### config.mk
export PLATFORM = sky130hd
export DESIGN_NAME = mwuf_ctrl
export DESIGN_NICKNAME = d
export VERILOG_FILES = /design/src/rtl/mwuf_pkg.sv /design/src/rtl/mwuf_ctrl.sv
export SDC_FILE = /design/constraint.sdc
export NUM_CORES = 1
export LEC_CHECK = 0
export BUFFER_PORTS_ARGS = -buffer_cell sky130_fd_sc_hd__buf_2
export CORE_AREA = 2 2 39 41
export CTS_CLUSTER_DIAMETER = 30
export DETAILED_ROUTE_END_ITERATION = 12
export DIE_AREA = 0 0 41 43
export HOLD_SLACK_MARGIN = 0.06
export SYNTH_ARGS = -nofsm -noshare
export SYNTH_HDL_FRONTEND = slang
export SYNTH_SLANG_ARGS = --single-unit
export TNS_END_PERCENT = 5
### constraint.sdc
create_clock -name clk -period 2.5 [get_ports clk]
set_input_delay 0 -clock clk [delete_from_list [all_inputs] [get_ports clk]]
set_output_delay 0 -clock clk [all_outputs]
set_load 0.03 [all_outputs]
### src/rtl/mwuf_pkg.sv
package mwuf_pkg;

	// Default room array size
	localparam int unsigned MAX_ROOM_ROWS_DEF = 32;
	localparam int unsigned MAX_ROOM_COLS_DEF = 32;

	// Grid coordinate and rank widths
	localparam int unsigned COORD_W = 7;
	localparam int unsigned HALF_W  = COORD_W - 1;
	localparam int unsigned RANK_W  = 4;
	localparam logic [RANK_W-1:0]  RANK_MAX      = 4'd15;
	localparam logic [COORD_W-1:0] GRID_SIZE_RST = 7'd65;

	// Configuration register indexes
	typedef enum logic {
		CFG_GRID_ROWS = 1'b0,
		CFG_GRID_COLS = 1'b1
	} cfg_idx_t;

	// Result codes
	typedef enum logic [1:0] {
		OUT_JOINED    = 2'd0,
		OUT_CONNECTED = 2'd1,
		OUT_NOT_WALL  = 2'd2
	} outcome_t;

	// Controller to datapath commands
	typedef struct packed {
		logic clear;     // write one clear entry and advance the sweep
		logic load;      // capture the request coordinates
		logic classify;  // check position, form room halves and cell address
		logic rooms;     // form both room indexes
		logic start_a;   // begin the walk from room A
		logic step;      // follow the parent just read
		logic root_a;    // hold root A, begin the walk from room B
		logic root_b;    // hold root B
		logic unite;     // link roots, bump rank, open wall
	} dp_cmd_t;

	// Datapath to controller status
	typedef struct packed {
		logic clear_last;
		logic legal;
		logic wall_open;
		logic at_root;
		logic same_root;
	} dp_stat_t;

	// Clamp a grid size register to 3 .. max, then make it odd
	function automatic logic [COORD_W-1:0] eff_size(input logic [COORD_W-1:0] v,
		input int unsigned max_size);
		int unsigned s;
		s = v;
		if (s < 3) s = 3;
		if (s > max_size) s = max_size;
		if (s[0] == 1'b0) s = s - 1;
		return s[COORD_W-1:0];
	endfunction

	// Address width for a store of the given depth
	function automatic int unsigned idx_width(input int unsigned depth);
		return (depth > 1) ? $clog2(depth) : 1;
	endfunction

endpackage

### src/rtl/mwuf_ctrl.sv
module mwuf_ctrl (
	input  logic                clk,
	input  logic                arst_n,
	input  logic                start,
	input  mwuf_pkg::dp_stat_t  stat,
	output mwuf_pkg::dp_cmd_t   cmd,
	output logic                busy,
	output logic                done,
	output mwuf_pkg::outcome_t  outcome
);
	import mwuf_pkg::*;

	typedef enum logic [2:0] {
		ST_CLEAR,
		ST_IDLE,
		ST_CHECK,
		ST_ROOMS,
		ST_WCHK,
		ST_WALK_A,
		ST_WALK_B,
		ST_UNITE
	} state_t;

	state_t   state_q;
	logic     done_q;
	outcome_t outcome_q;

	assign busy    = (state_q != ST_IDLE);
	assign done    = done_q;
	assign outcome = outcome_q;

	// Drive datapath commands from state and status
	always_comb begin
		cmd = '0;
		unique case (state_q)
			ST_CLEAR:  cmd.clear    = 1'b1;
			ST_IDLE:   cmd.load     = start;
			ST_CHECK:  cmd.classify = 1'b1;
			ST_ROOMS:  cmd.rooms    = 1'b1;
			ST_WCHK:   cmd.start_a  = stat.legal & ~stat.wall_open;
			ST_WALK_A: begin
				cmd.root_a = stat.at_root;
				cmd.step   = ~stat.at_root;
			end
			ST_WALK_B: begin
				cmd.root_b = stat.at_root;
				cmd.step   = ~stat.at_root;
			end
			ST_UNITE:  cmd.unite    = 1'b1;
			default:   cmd = '0;
		endcase
	end

	// Check a request, then walk both roots and unite as needed
	always_ff @(posedge clk or negedge arst_n) begin
		if (!arst_n) begin
			state_q   <= ST_CLEAR;
			done_q    <= 1'b0;
			outcome_q <= OUT_NOT_WALL;
		end else begin
			done_q <= 1'b0;
			unique case (state_q)
				ST_CLEAR: begin
					if (stat.clear_last) state_q <= ST_IDLE;
				end
				ST_IDLE: begin
					if (start) state_q <= ST_CHECK;
				end
				ST_CHECK: state_q <= ST_ROOMS;
				ST_ROOMS: state_q <= ST_WCHK;
				ST_WCHK: begin
					if (!stat.legal || stat.wall_open) begin
						done_q    <= 1'b1;
						outcome_q <= OUT_NOT_WALL;
						state_q   <= ST_IDLE;
					end else begin
						state_q <= ST_WALK_A;
					end
				end
				ST_WALK_A: begin
					if (stat.at_root) state_q <= ST_WALK_B;
				end
				ST_WALK_B: begin
					if (stat.at_root) begin
						if (stat.same_root) begin
							done_q    <= 1'b1;
							outcome_q <= OUT_CONNECTED;
							state_q   <= ST_IDLE;
						end else begin
							state_q <= ST_UNITE;
						end
					end
				end
				ST_UNITE: begin
					done_q    <= 1'b1;
					outcome_q <= OUT_JOINED;
					state_q   <= ST_IDLE;
				end
				default: state_q <= ST_IDLE;
			endcase
		end
	end

endmodule

; ---- Yosys cells after proc, flatten, opt, wreduce, memory -nomap -nowiden
; Index checks and enable logic that the tools add are counted.
[op_classes]
n_eq_ne = 14
bitwise_logic = 3
n_mux = 24
n_reduce_logical = 7
[ops]
columns = op, n
row1 = $pmux W3 S8, 1
row2 = $mux W3, 6
row3 = $eq A3 B3 Y1 const B, 4
row4 = $mux W1, 12
row5 = $ne A2 B2 Y1 const B, 6
row6 = $reduce_and A4 Y1, 2
row7 = $eq A3 B2 Y1 const B, 2
row8 = $mux W2, 3
row9 = $pmux W2 S3, 1
row10 = $eq A3 B1 Y1 const B, 1
row11 = $logic_not A3 Y1, 1
row12 = $ne A3 B1 Y1 const B, 1
row13 = $pmux W1 S3, 1
row14 = $reduce_bool A3 Y1, 1
row15 = $not A1 Y1, 2
row16 = $reduce_or A2 Y1, 1
row17 = $and A1 B1 Y1, 1
row18 = $logic_not A1 Y1, 1
row19 = $logic_or A1 B1 Y1, 1
[totals]
regBits = 6
input_bits = 8
wordCells = 51

; ---- Depth between registers and ports, before layout
; Gate-level depths: netlist (run 1).
[depth]
word_depth = 4
depth_mapped = 4
mapped_depth_nobuf = 3

; ---- Worst setup path after synthesis (run 1)
; Ideal clock, no wire load.
[synth_timing]
path_kind = reg-to-reg
startpoint = register state_q[0]
endpoint = register outcome_q[0], in the netlist outcome[0]
arrival_time_ns = 1.314
setup_time_ns = 0.070
slack_ns = 1.116
stages_incl_launch_ff = 5
path_cell_list = dfrtp_1 > buf_6 > nand2b_1 > nor2_1 > a32o_1
[synth_via]
elab_chain_len = 3
word_cells_on_any_way = 9
cone_classes = eq/ne: 6 / mux: 1 / reduce/logical: 2
[synth_lines]
columns = element, line
row1 = from (decl), mwuf_ctrl.sv:24  ; state_t state_q;
row2 = from (signal assigned), mwuf_ctrl.sv:57  ; state_q <= ST_CLEAR;
row3 = from (signal assigned), mwuf_ctrl.sv:64  ; if (stat.clear_last) state_q <= ST_IDLE;
row4 = from (signal assigned), mwuf_ctrl.sv:67  ; if (start) state_q <= ST_CHECK;
row5 = $eq A3 B3 Y1, mwuf_ctrl.sv:62  ; unique case (state_q)
row6 = $ne A2 B2 Y1 (no source line) / $reduce_bool A3 Y1 (equally long branches), --
row7 = $reduce_and A4 Y1 (no source line), --
row8 = to (signal assigned), mwuf_ctrl.sv:59  ; outcome_q <= OUT_NOT_WALL;
row9 = to (signal assigned), mwuf_ctrl.sv:74  ; outcome_q <= OUT_NOT_WALL;
row10 = to (signal assigned), mwuf_ctrl.sv:87  ; outcome_q <= OUT_CONNECTED;
row11 = to (decl), mwuf_ctrl.sv:26  ; outcome_t outcome_q;
; Several ways; a longest one is shown, not always the timed one.
; A chain may end at the register's enable or synchronous reset.

==> out/qor.yml, run 1 <==
fp-row-count: 14
numPortBuffers: 20
clock-root-buffer: "clkbuf_4"
worst_hold_path_type: "input pin to async pin"
finalHoldViolations: 0
synth_top_cell_by_area: "dfrtp_1"
antenna_found_initial: 0
n_antenna_cell: 0
ys_types: 24
clk_latency_ns: 0.25
grt-ovfl-total: 0
syn_nets: 53
initial_core_util_pct: 30.3
rsz0062_at_grt: "false"
cts.sinks: 6
first_iter_violations: 1
drt.antenna.violating_nets: 0
routed_wl_um: 927
synth_top_area_share_pct: 29.9
setup_tns_ns: 0
crit_path_top_delay_cell: "dfrtp_1"
max_stage_delay_ns: 0.58
skew_ns: 0.00673
synthTopCellsByArea: "dfrtp_1 30%, buf_6 8.1%, dfstp_2 6.3%"
leakage_nw: 0.316
r2r_slack_ns: 1.19
crit_path_cell_trace: "nand2b_1 -> nor2_1 -> buf_2"
htree_levels: 1
netlist_area_um2: 419
setup_viol: 0
nNetsFinal: 78
cts_made_buffers: 3
synthArstFlopShare_pct: 100
r2r_end: "state_q[0]$_DFFE_PN0P_"
tightest_slew_ns: 0.466
place_congestion: 0.734
cts_setup_buffers: 0
first_pass_iters: 3
ys.flop_type: "dfrtp_1"
vias_per_cell: 4.82
place_ws_ns: 1.20
slew_headroom_pct: 68.9
dp_hpwl_um: 685
core_area_um2: 1380
critPathLaunch: "state_q[1]$_DFFE_PN0P_"
syn2layout_area_growth_pct: 34.0
grt_pass1_vias: 368
fmax_mhz: 708
finalCriticalPeriod_ns: 1.41
postSynthAreaPerCell_um2: 9.31
die-area_um2: 1760
seq_area_frac_synth_pct: 36.1
startpoint_type: "flip-flop"
synth_edf_count: 0
power.density_nw_per_um2: 1320
postSynthCellCount: 45
reg2reg_depth: 3
grt_start_max_net_pins: 16
r2r_start: "state_q[2]$_DFFE_PN0P_"
status: "finished clean"
wire_per_inst_um: 10.9
finalCritPeriodShare_pct: 56.5
track_usage_pct: 13.2
boundaryPins: 21
drc: 0
yosys_warnings: 0
drive_gt1_share_pct: 39.1
fp.dieH_um: 43
dr_total_vias: 410
max-vdd-ir-drop_uv: 504
maxCapViolCount: 0
path_class: "flip-flop to output pin"
synth-seq-cells: 6
critPathRequiredTime_ns: 2.50
fin_ws_ns: 1.09
dieWidth_um: 41
path_max_fanout: 11
critPathCaptureType: "output pin"
grt_pass1_wl_mm: 1.48
clockBufferDepth: 2
finalMaxSlewViolations: 0
cts_tree: "built"
clk_pin_slew_worst_paths_ns: 0.05
worstPathArrival_ns: 1.41
==> layout make-up <==
cell class | count | area (µm²)
Clock buffer | 4 | 26.3
Fill cell | 141 | 822
Inverter | 2 | 7.51
Multi-Input combinational cell | 34 | 226
Sequential cell | 6 | 151
Tap cell | 16 | 20.0
Timing Repair Buffer | 23 | 130
==> routing by layer <==
layer | share of wire, % | track usage, % | wire length [µm] | vias up
li1 | - | - | - | 207
met1 | 41 | 13.4 | 376 | 189
met2 | 52 | 20.6 | 484 | 10
met3 | 3.9 | 3.14 | 36 | 4
met4 | 3.1 | 12.0 | 29 | 0
met5 | 0 | 0 | 0 | -
==> cell families after synthesis <==
family / after synthesis / synth area share (%)
and+or+nand+nor: 22 / 33.4
DFF: 6 / 36.1
muxes: 1 / 2.39
buffers and inverters: 5 / 9.85
AOI/OAI and AO/OA: 11 / 18.2
==> cells in the mapped netlist, types with 2 or more instances <==
master    number
dfrtp_1        5
nor2_1         5
a21oi_1        4
nand2b_1       4
and3_1         3
buf_6          3
inv_1          2
nand2_1        2
o21ai_0        2
==> per-stage QoR <==
stage / instance area (µm²) / instances / hold WS [ns] / total power, mW / util [%]
finish: 562 / 85 / 0.126 / 0.744 / 40.6
global route: 562 / 85 / 0.127 / 0.806 / 40.6
CTS: 562 / 85 / 0.105 / 0.754 / 40.6
detailed placement: 505 / 78 / -0.164 / 0.647 / 36.5
global placement: 505 / 78 / -0.167 / 0.640 / 36.5
floorplan: 419 / 45 / -0.296 / 0.584 / -
==> worst max path at each step <==
stage / end / slack, ns / cells past startpoint
final: cmd[1] / 1.09 / 3
after global routing: cmd[7] / 0.96 / 4
after CTS: cmd[1] / 1.09 / 3
after detailed placement: state_q[0]$_DFFE_PN0P_ / 1.20 / 3
after global placement: state_q[0]$_DFFE_PN0P_ / 1.23 / 3
after floorplan: outcome[0]$_DFFE_PN0P_ / 1.12 / 4
==> critical path: cells and delay by family, from the launching register on <==
family | cells | cell delay [ns]
AND/OR/NAND/NOR | 2 | 0.36
flip-flops | 1 | 0.58
buffers and inverters | 1 | 0.22
==> layout by cell type, fill, tap and decap left out, drive strengths merged, types with 3 or more instances in the layout <==
cell	synthesis	final
buf	3	20
nor2	5	5
dfrtp	5	5
nand2b	4	4
a21oi	4	4
clkbuf	0	4
and3	3	3
dlygate4sd3	0	3
==> report_power, final <==
part	total, mW	switching, mW	internal [mW]	leakage [nW]
clock network	0.0997	0.0390	0.0607	0.0150
logic	0.412	0.255	0.157	0.227
registers	0.233	0.0844	0.148	0.0743
==> state kept, by name, indices dropped and copies added, names as in the netlist <==
signal / count
state_q: 3
done: 1
outcome: 2
==> timing repair <==
action | in CTS | in global routing
resized for setup | 0 | 0
endpoints found under the hold margin | 8 | 0
hold buffers | 3 | 0
(Power assumes the default switching activity.)
==> run 2, diff against run 1 <==
Clock period 2.5 ns to 1.3 ns, I/O delays scaled along.
==> run 2 against run 1 <==
Wire length grew 5.7%. Worst setup slack lost 1.1 ns. Critical path depth is the same. Design area grew 12%. Register-to-register slack lost 1.1 ns. Via count grew 3.9%. Non-clock buffer count grew 5. Global-route usage shrank 1.0 points. Clock skew grew 0.0014 ns. Hold slack lost 0.019 ns. Sequential share of layout area shrank 2.4 points. Critical path type unchanged. Critical endpoint is now cmd[3].
==> out/qor.yml, run 2 (synthesis gave the netlist of run 1 again) <==
status: "finished clean"
grt-ovfl-total: 0  # unchanged
first_pass_iters: 4  # +1
track_usage_pct: 12.2  # -1.0 points
finalCriticalPeriod_ns: 1.28
clk_latency_ns: 0.25  # about the same
syn2layout_area_growth_pct: 49.6
place_congestion: 0.708  # -3.6%
top_register: "state_q"
tightest_slew_ns: 0.210  # -0.256 ns
power.density_nw_per_um2: 2570  # +94%
seq_power_share_pct: 24.1  # -7.2 points
p_total_mw: 1.61  # +120%
drive_gt1_share_pct: 47.3  # +8.2 points
crit_path_top_delay_cell: "dfrtp_2"
drc: 0  # unchanged
fp-row-count: 14  # unchanged
max_stage_delay_ns: 0.47  # -0.11 ns
setup_viol: 0  # unchanged
cts_tree: "built"
post-route-util_pct: 45.3  # +4.7 points
finalMaxSlewViolations: 0  # unchanged
p_switching_mw: 0.765  # +100%
fp.dieH_um: 43  # unchanged
path_class: "flip-flop to output pin"
clk_pin_slew_worst_paths_ns: 0.06  # about the same
fillCellCount: 152  # +7.8%
max-vdd-ir-drop_uv: 877  # +74%
vias_per_cell: 4.73  # -1.9%
leakage_nw: 0.341  # +7.8%
finalHoldViolations: 0  # unchanged
antenna_found_initial: 0  # unchanged
initial_core_util_pct: 30.3  # unchanged
final_common_cell: "buf_2"
boundaryPins: 21  # unchanged
dp.cells: 81  # +3.8%
wire_per_inst_um: 10.9  # -0.16%
cts.sinks: 6  # unchanged
critPathCaptureType: "output pin"
p_int_mw: 0.845  # +130%
worstPathArrival_ns: 1.28  # -0.13 ns
routed_wl_um: 980  # +5.7%
maxCapViolCount: 0  # unchanged
combinationalPowerShare_pct: 63.7  # +8.4 points
grt_pass1_wl_mm: 1.45  # -2.3%
die-area_um2: 1760  # unchanged
dieWidth_um: 41  # unchanged
dp_hpwl_um: 737  # +7.6%
largest_reg_flops: 3  # unchanged
skew_ns: 0.00818  # +0.00144 ns
slew_headroom_pct: 86.0  # +17 points
clock-root-buffer: "clkbuf_4"
n_antenna_cell: 0  # unchanged
numPortBuffers: 20  # unchanged
crit_path_cell_trace: "nand2b_1 -> a21oi_1 -> buf_4"
final_cell_count_no_fill: 90  # +5.9%
whs_ns: 0.106  # -0.0192 ns
core_area_um2: 1380  # unchanged
grt_pass1_vias: 360  # -2.2%
clockBufferDepth: 2  # unchanged
fmax_mhz: 784
grt_start_max_net_pins: 12  # -4
finalCritPeriodShare_pct: 98.2
rsz0062_at_grt: "true"
final_cell_mix: "14 x buf_2, 8 x buf_4"
worst_hold_path_type: "input pin to async pin"
first_iter_violations: 8  # +7
p_sw_share_pct: 47.5  # -3.3 points
dr_total_vias: 426  # +3.9%
pwr-share-clk_pct: 12.2  # -1.2 points
critPathRequiredTime_ns: 1.30  # -1.20 ns
drt.antenna.violating_nets: 0  # unchanged
path_max_fanout: 11  # unchanged
startpoint_type: "flip-flop"
htree_levels: 1  # unchanged
cts_made_buffers: 3  # unchanged
nNetsFinal: 83  # +6.4%
==> run 2: changes by cell type in the layout (fill, tap and decap cells not counted), sizes merged <==
cell	previous run	this run
clkbuf	4	5
buf	20	24
==> run 2: area by class of cell <==
class	count	area, µm²	area share [%]
Multi-Input combinational cell	34	229	36.5
Timing Repair Buffer	28	190	30.3
Sequential cell	6	154	24.6
Clock buffer	4	26.3	4.19
Tap cell	16	20.0	3.19
Inverter	2	7.51	1.20
==> run 2: timing repair <==
action	in CTS	in global routing
hold buffers	3	0
gates resized for setup	5	6
endpoints found under the setup margin	9	8
cloned	0	0
hold endpoints to repair	8	0
pin swaps	0	0
setup buffers	1	1
==> run 2: per-stage QoR <==
stage / TNS [ns] / cell area (µm²) / setup slack [ns]
global placement: 0 / 531 / 0.114
floorplan: -0.0250 / 422 / -0.0250
detailed placement: 0 / 531 / 0.0681
CTS: 0 / 607 / 0.00498
finish: 0 / 627 / 0.0237
global route: -0.189 / 627 / -0.0848
==> run 2: routing by layer <==
metal / GRT usage [%] / vias up / part of all wire (%)
met5: 0 / - / 0
met2: 17.2 / 15 / 48
met3: 1.57 / 2 / 6.4
li1: - / 215 / -
met4: 10.0 / 0 / 1.4
met1: 15.5 / 194 / 44
==> run 2: final timing paths <==
| kind | startpoint | endpoint | slack [ns] | cells after the start |
|---|---|---|---|---|
| max | state_q[0]$_DFFE_PN0P_ | cmd[3] | 0.02 | 3 |
| min reg2reg | outcome[1]$_DFFE_PN1P_ | outcome[1]$_DFFE_PN1P_ | 0.46 | 2 |
| min in group clk | stat[2] | state_q[2]$_DFFE_PN0P_ | 0.11 | 4 |
| max in group asynchronous | arst_n | outcome[1]$_DFFE_PN1P_ | 0.96 | 2 |
| min | arst_n | state_q[2]$_DFFE_PN0P_ | 0.11 | 2 |
| max reg2reg | state_q[2]$_DFFE_PN0P_ | state_q[0]$_DFFE_PN0P_ | 0.05 | 4 |
==> run 2: power by group through the flow <==
stage	registers (mW)	clock network (mW)	logic (mW)
3_3_place_gp	0.392	0	0.903
5_1_grt	0.407	0.211	1.10
3_5_place_dp	0.396	0	0.913
2_1_floorplan	0.437	0	0.689
6_report	0.389	0.196	1.03
4_1_cts	0.385	0.199	0.975
==> run 2: worst max-delay path, delay by kind of cell (launching register included) <==
| kind | cells | cell delay, ns |
|---|---|---|
| DFF | 1 | 0.47 |
| and+or+nand+nor | 1 | 0.23 |
| buffers and inverters | 1 | 0.17 |
| AOI/OAI and AO/OA | 1 | 0.15 |
==> run 3, diff against run 2 <==
Settings changed: ABC_AREA from default to 1.
==> run 3 against run 2 <==
The run now ends with negative setup slack left. Die area is the same. Area after synthesis grew 10%. Hold slack got worse by 0.016 ns. Register-to-register slack better by 0.04 ns. Design area grew 18%. Worst setup slack worse by 0.037 ns. Sequential power up 6.4%.
==> out/qor.yml, run 3 <==
status: "finished with violations"
violations: "negative setup slack"
syn_nets: 76  # +43%
cp_num_buf_inv: 3  # +2
synthArstFlopShare_pct: 100  # unchanged
setup_tns_ns: -0.0134  # -0.0134 ns
critPathLaunch: "state_q[1]$_DFFE_PN0P_"
cp_num_cells: 6  # +3
ys_types: 17  # -29%
synth.most_common_cell: "nand2_1"
startpoint_type: "flip-flop"
ys_top_cells_by_count: "14 x nand2_1, 12 x inv_1, 8 x nand3_1"
crit_end: "cmd[4]"
cts_tree: "built"
initial_core_util_pct: 33.4  # +3.1 points
core_area_um2: 1380  # unchanged
seq_area_frac_synth_pct: 32.8  # -3.3 points
cts_made_buffers: 3  # unchanged
syn2layout_area_growth_pct: 60.4
htree_levels: 1  # unchanged
finalCritPeriodShare_pct: 101  # +2.9 points
max_stage_delay_ns: 0.48  # about the same
post-route-util_pct: 53.5  # +8.2 points
finalCriticalPeriod_ns: 1.31  # +0.0371 ns
finalMaxSlewViolations: 0  # unchanged
path_class: "flip-flop to output pin"
dr_total_vias: 539  # +27%
netlist_area_um2: 462  # +10%
fp.dieH_um: 43  # unchanged
synthTopCellsByArea: "dfrtp_1 27%, nand2_1 11%, inv_1 9.8%"
ys.flop_type: "dfrtp_1"
grt_pass1_vias: 452  # +26%
drt.antenna.violating_nets: 0  # unchanged
clockBufferDepth: 2  # unchanged
grt_start_max_net_pins: 10  # -2
leakage_nw: 0.450  # +32%
final_common_cell: "buf_2"
fmax_mhz: 761  # -2.8%
top_register: "state_q"
critPathRequiredTime_ns: 1.30  # about the same
max-vdd-ir-drop_uv: 1100  # +25%
track_usage_pct: 14.1  # +1.9 points
final_cell_mix: "16 x buf_2, 12 x inv_1, 11 x nand2_1"
first_iter_violations: 16  # +8
clk_pin_slew_worst_paths_ns: 0.05  # about the same
synth_edf_count: 0  # unchanged
postSynthCellCount: 68  # +51%
rsz0062_at_grt: "true"
cts.sinks: 6  # unchanged
largest_reg_flops: 3  # unchanged
setup_viol: 1  # +1
tightest_slew_ns: 0.238  # +0.0284 ns
synth_top_cell_by_area: "dfrtp_1"
path_max_fanout: 7  # -4
r2r_start: "state_q[0]$_DFFE_PN0P_"
r2r_slack_ns: 0.09  # +0.04 ns
n_antenna_cell: 0  # unchanged
vias_per_cell: 4.73  # -0.11%
grt_pass1_wl_mm: 1.75  # +20%
dp_hpwl_um: 836  # +13%
synth-seq-cells: 6  # unchanged
finalHoldViolations: 0  # unchanged
clk_latency_ns: 0.25  # about the same
fin_ws_ns: -0.0134  # -0.0371 ns
grt-ovfl-total: 0  # unchanged
antenna_found_initial: 0  # unchanged
die-area_um2: 1760  # unchanged
wire_per_inst_um: 11.7  # +7.1%
dieWidth_um: 41  # unchanged
routed_wl_mm: 1.33  # +36%
clock-root-buffer: "clkbuf_4"
yosys_warnings: 0  # unchanged
reg2reg_depth: 7  # +3
maxCapViolCount: 0  # unchanged
drc: 0  # unchanged
slew_headroom_pct: 84.1  # -1.9 points
place_congestion: 0.785  # +11%
boundaryPins: 21  # unchanged
postSynthAreaPerCell_um2: 6.79  # -27%
worst_hold_path_type: "input pin to async pin"
crit_path_top_delay_cell: "dfrtp_2"
worstPathArrival_ns: 1.31  # +0.03 ns
synth_top_area_share_pct: 27.1  # -2.8 points
critPathCaptureType: "output pin"
numPortBuffers: 20  # unchanged
first_pass_iters: 4  # unchanged
power.density_nw_per_um2: 2360  # -8.2%
crit_path_cell_trace: "inv_4 -> nand2_4 -> nor2_4 -> nand2_2 -> inv_1 -> buf_6"
fp-row-count: 14  # unchanged
nNetsFinal: 107  # +29%
drive_gt1_share_pct: 51.0  # +3.7 points
skew_ns: 0.0121  # +0.00397 ns
r2r_end: "state_q[1]$_DFFE_PN0P_"
path_delay_family: "flip-flops"
==> run 3: cell count changes in the layout (fill, tap and decap cells not counted), sizes merged, moves of 4 or more <==
cell	before	now
inv	2	14
nand3	1	10
nand2	2	17
nand2b	4	0
nor2	5	9
==> run 3: per-stage QoR <==
stage	area, µm²	worst slack [ns]	total power, mW	hold WS (ns)	instances
final	741	-0.0134	1.75	0.0905	114
after global routing	741	-0.0602	1.86	0.113	114
after CTS	653	-0.0179	1.53	0.0972	111
after detailed placement	577	0.0838	1.28	-0.172	103
after global placement	577	0.113	1.27	-0.171	103
after floorplan	464	0.0613	1.08	-0.296	68
==> run 3: layout make-up <==
type | instances | area [µm²]
clock buffers | 4 | 26.3
fillers | 143 | 643
inverters | 15 | 66.3
multi-input cells | 45 | 284
flip-flops and latches | 6 | 155
well taps | 16 | 20.0
repair buffers | 28 | 189
==> run 3: logic make-up (layout without fill, tap and decap cells) <==
group                  Yosys count  after routing  share of synthesized area, %
AOI/OAI and AO/OA                4              4                          5.96
buffers and inverters           17             47                          15.4
DFF                              6              6                          32.8
and+or+nand+nor                 41             41                          45.8
==> run 3: worst min-delay path by stage <==
stage	from	to	depth (start not counted)
after floorplan	arst_n	done$_DFF_PN0_	0
after global placement	arst_n	outcome[0]$_DFFE_PN0P_	1
after detailed placement	arst_n	outcome[0]$_DFFE_PN0P_	1
after CTS	arst_n	outcome[0]$_DFFE_PN0P_	2
after global routing	arst_n	outcome[0]$_DFFE_PN0P_	2
final	arst_n	outcome[0]$_DFFE_PN0P_	2
==> run 3: what timing repair did <==
item / 4_1_cts / 5_1_grt
hold buffers: 3 / 0
pin swaps: 0 / 1
setup buffers: 1 / 3
hold endpoints to repair: 9 / 0
setup endpoints to repair: 5 / 5
cloned: 0 / 0
resized for setup: 5 / 19
==> run 3: report_power, final <==
group	switching [mW]	total, mW	internal (mW)	leakage, nW
Sequential	0.125	0.414	0.289	0.0716
Combinational	0.724	1.14	0.417	0.364
Clock	0.0743	0.191	0.117	0.0150
==> run 3: worst reg2reg max path: stages (launching register included) <==
cell and delay, ns:
dfrtp_2 0.44, buf_4 0.17, nor2_1 0.08, nand3b_1 0.13, nand2_1 0.10, nor2_1 0.06, nand2_1 0.06, nand2_1 0.05
==> run 3: metal layers <==
metal	GRT usage (%)	share of wire, %	vias up
li1	-	-	272
met1	18.2	40	238
met2	22.5	49	27
met3	4.71	9.1	2
met4	2.00	1.4	0
met5	0	0	-
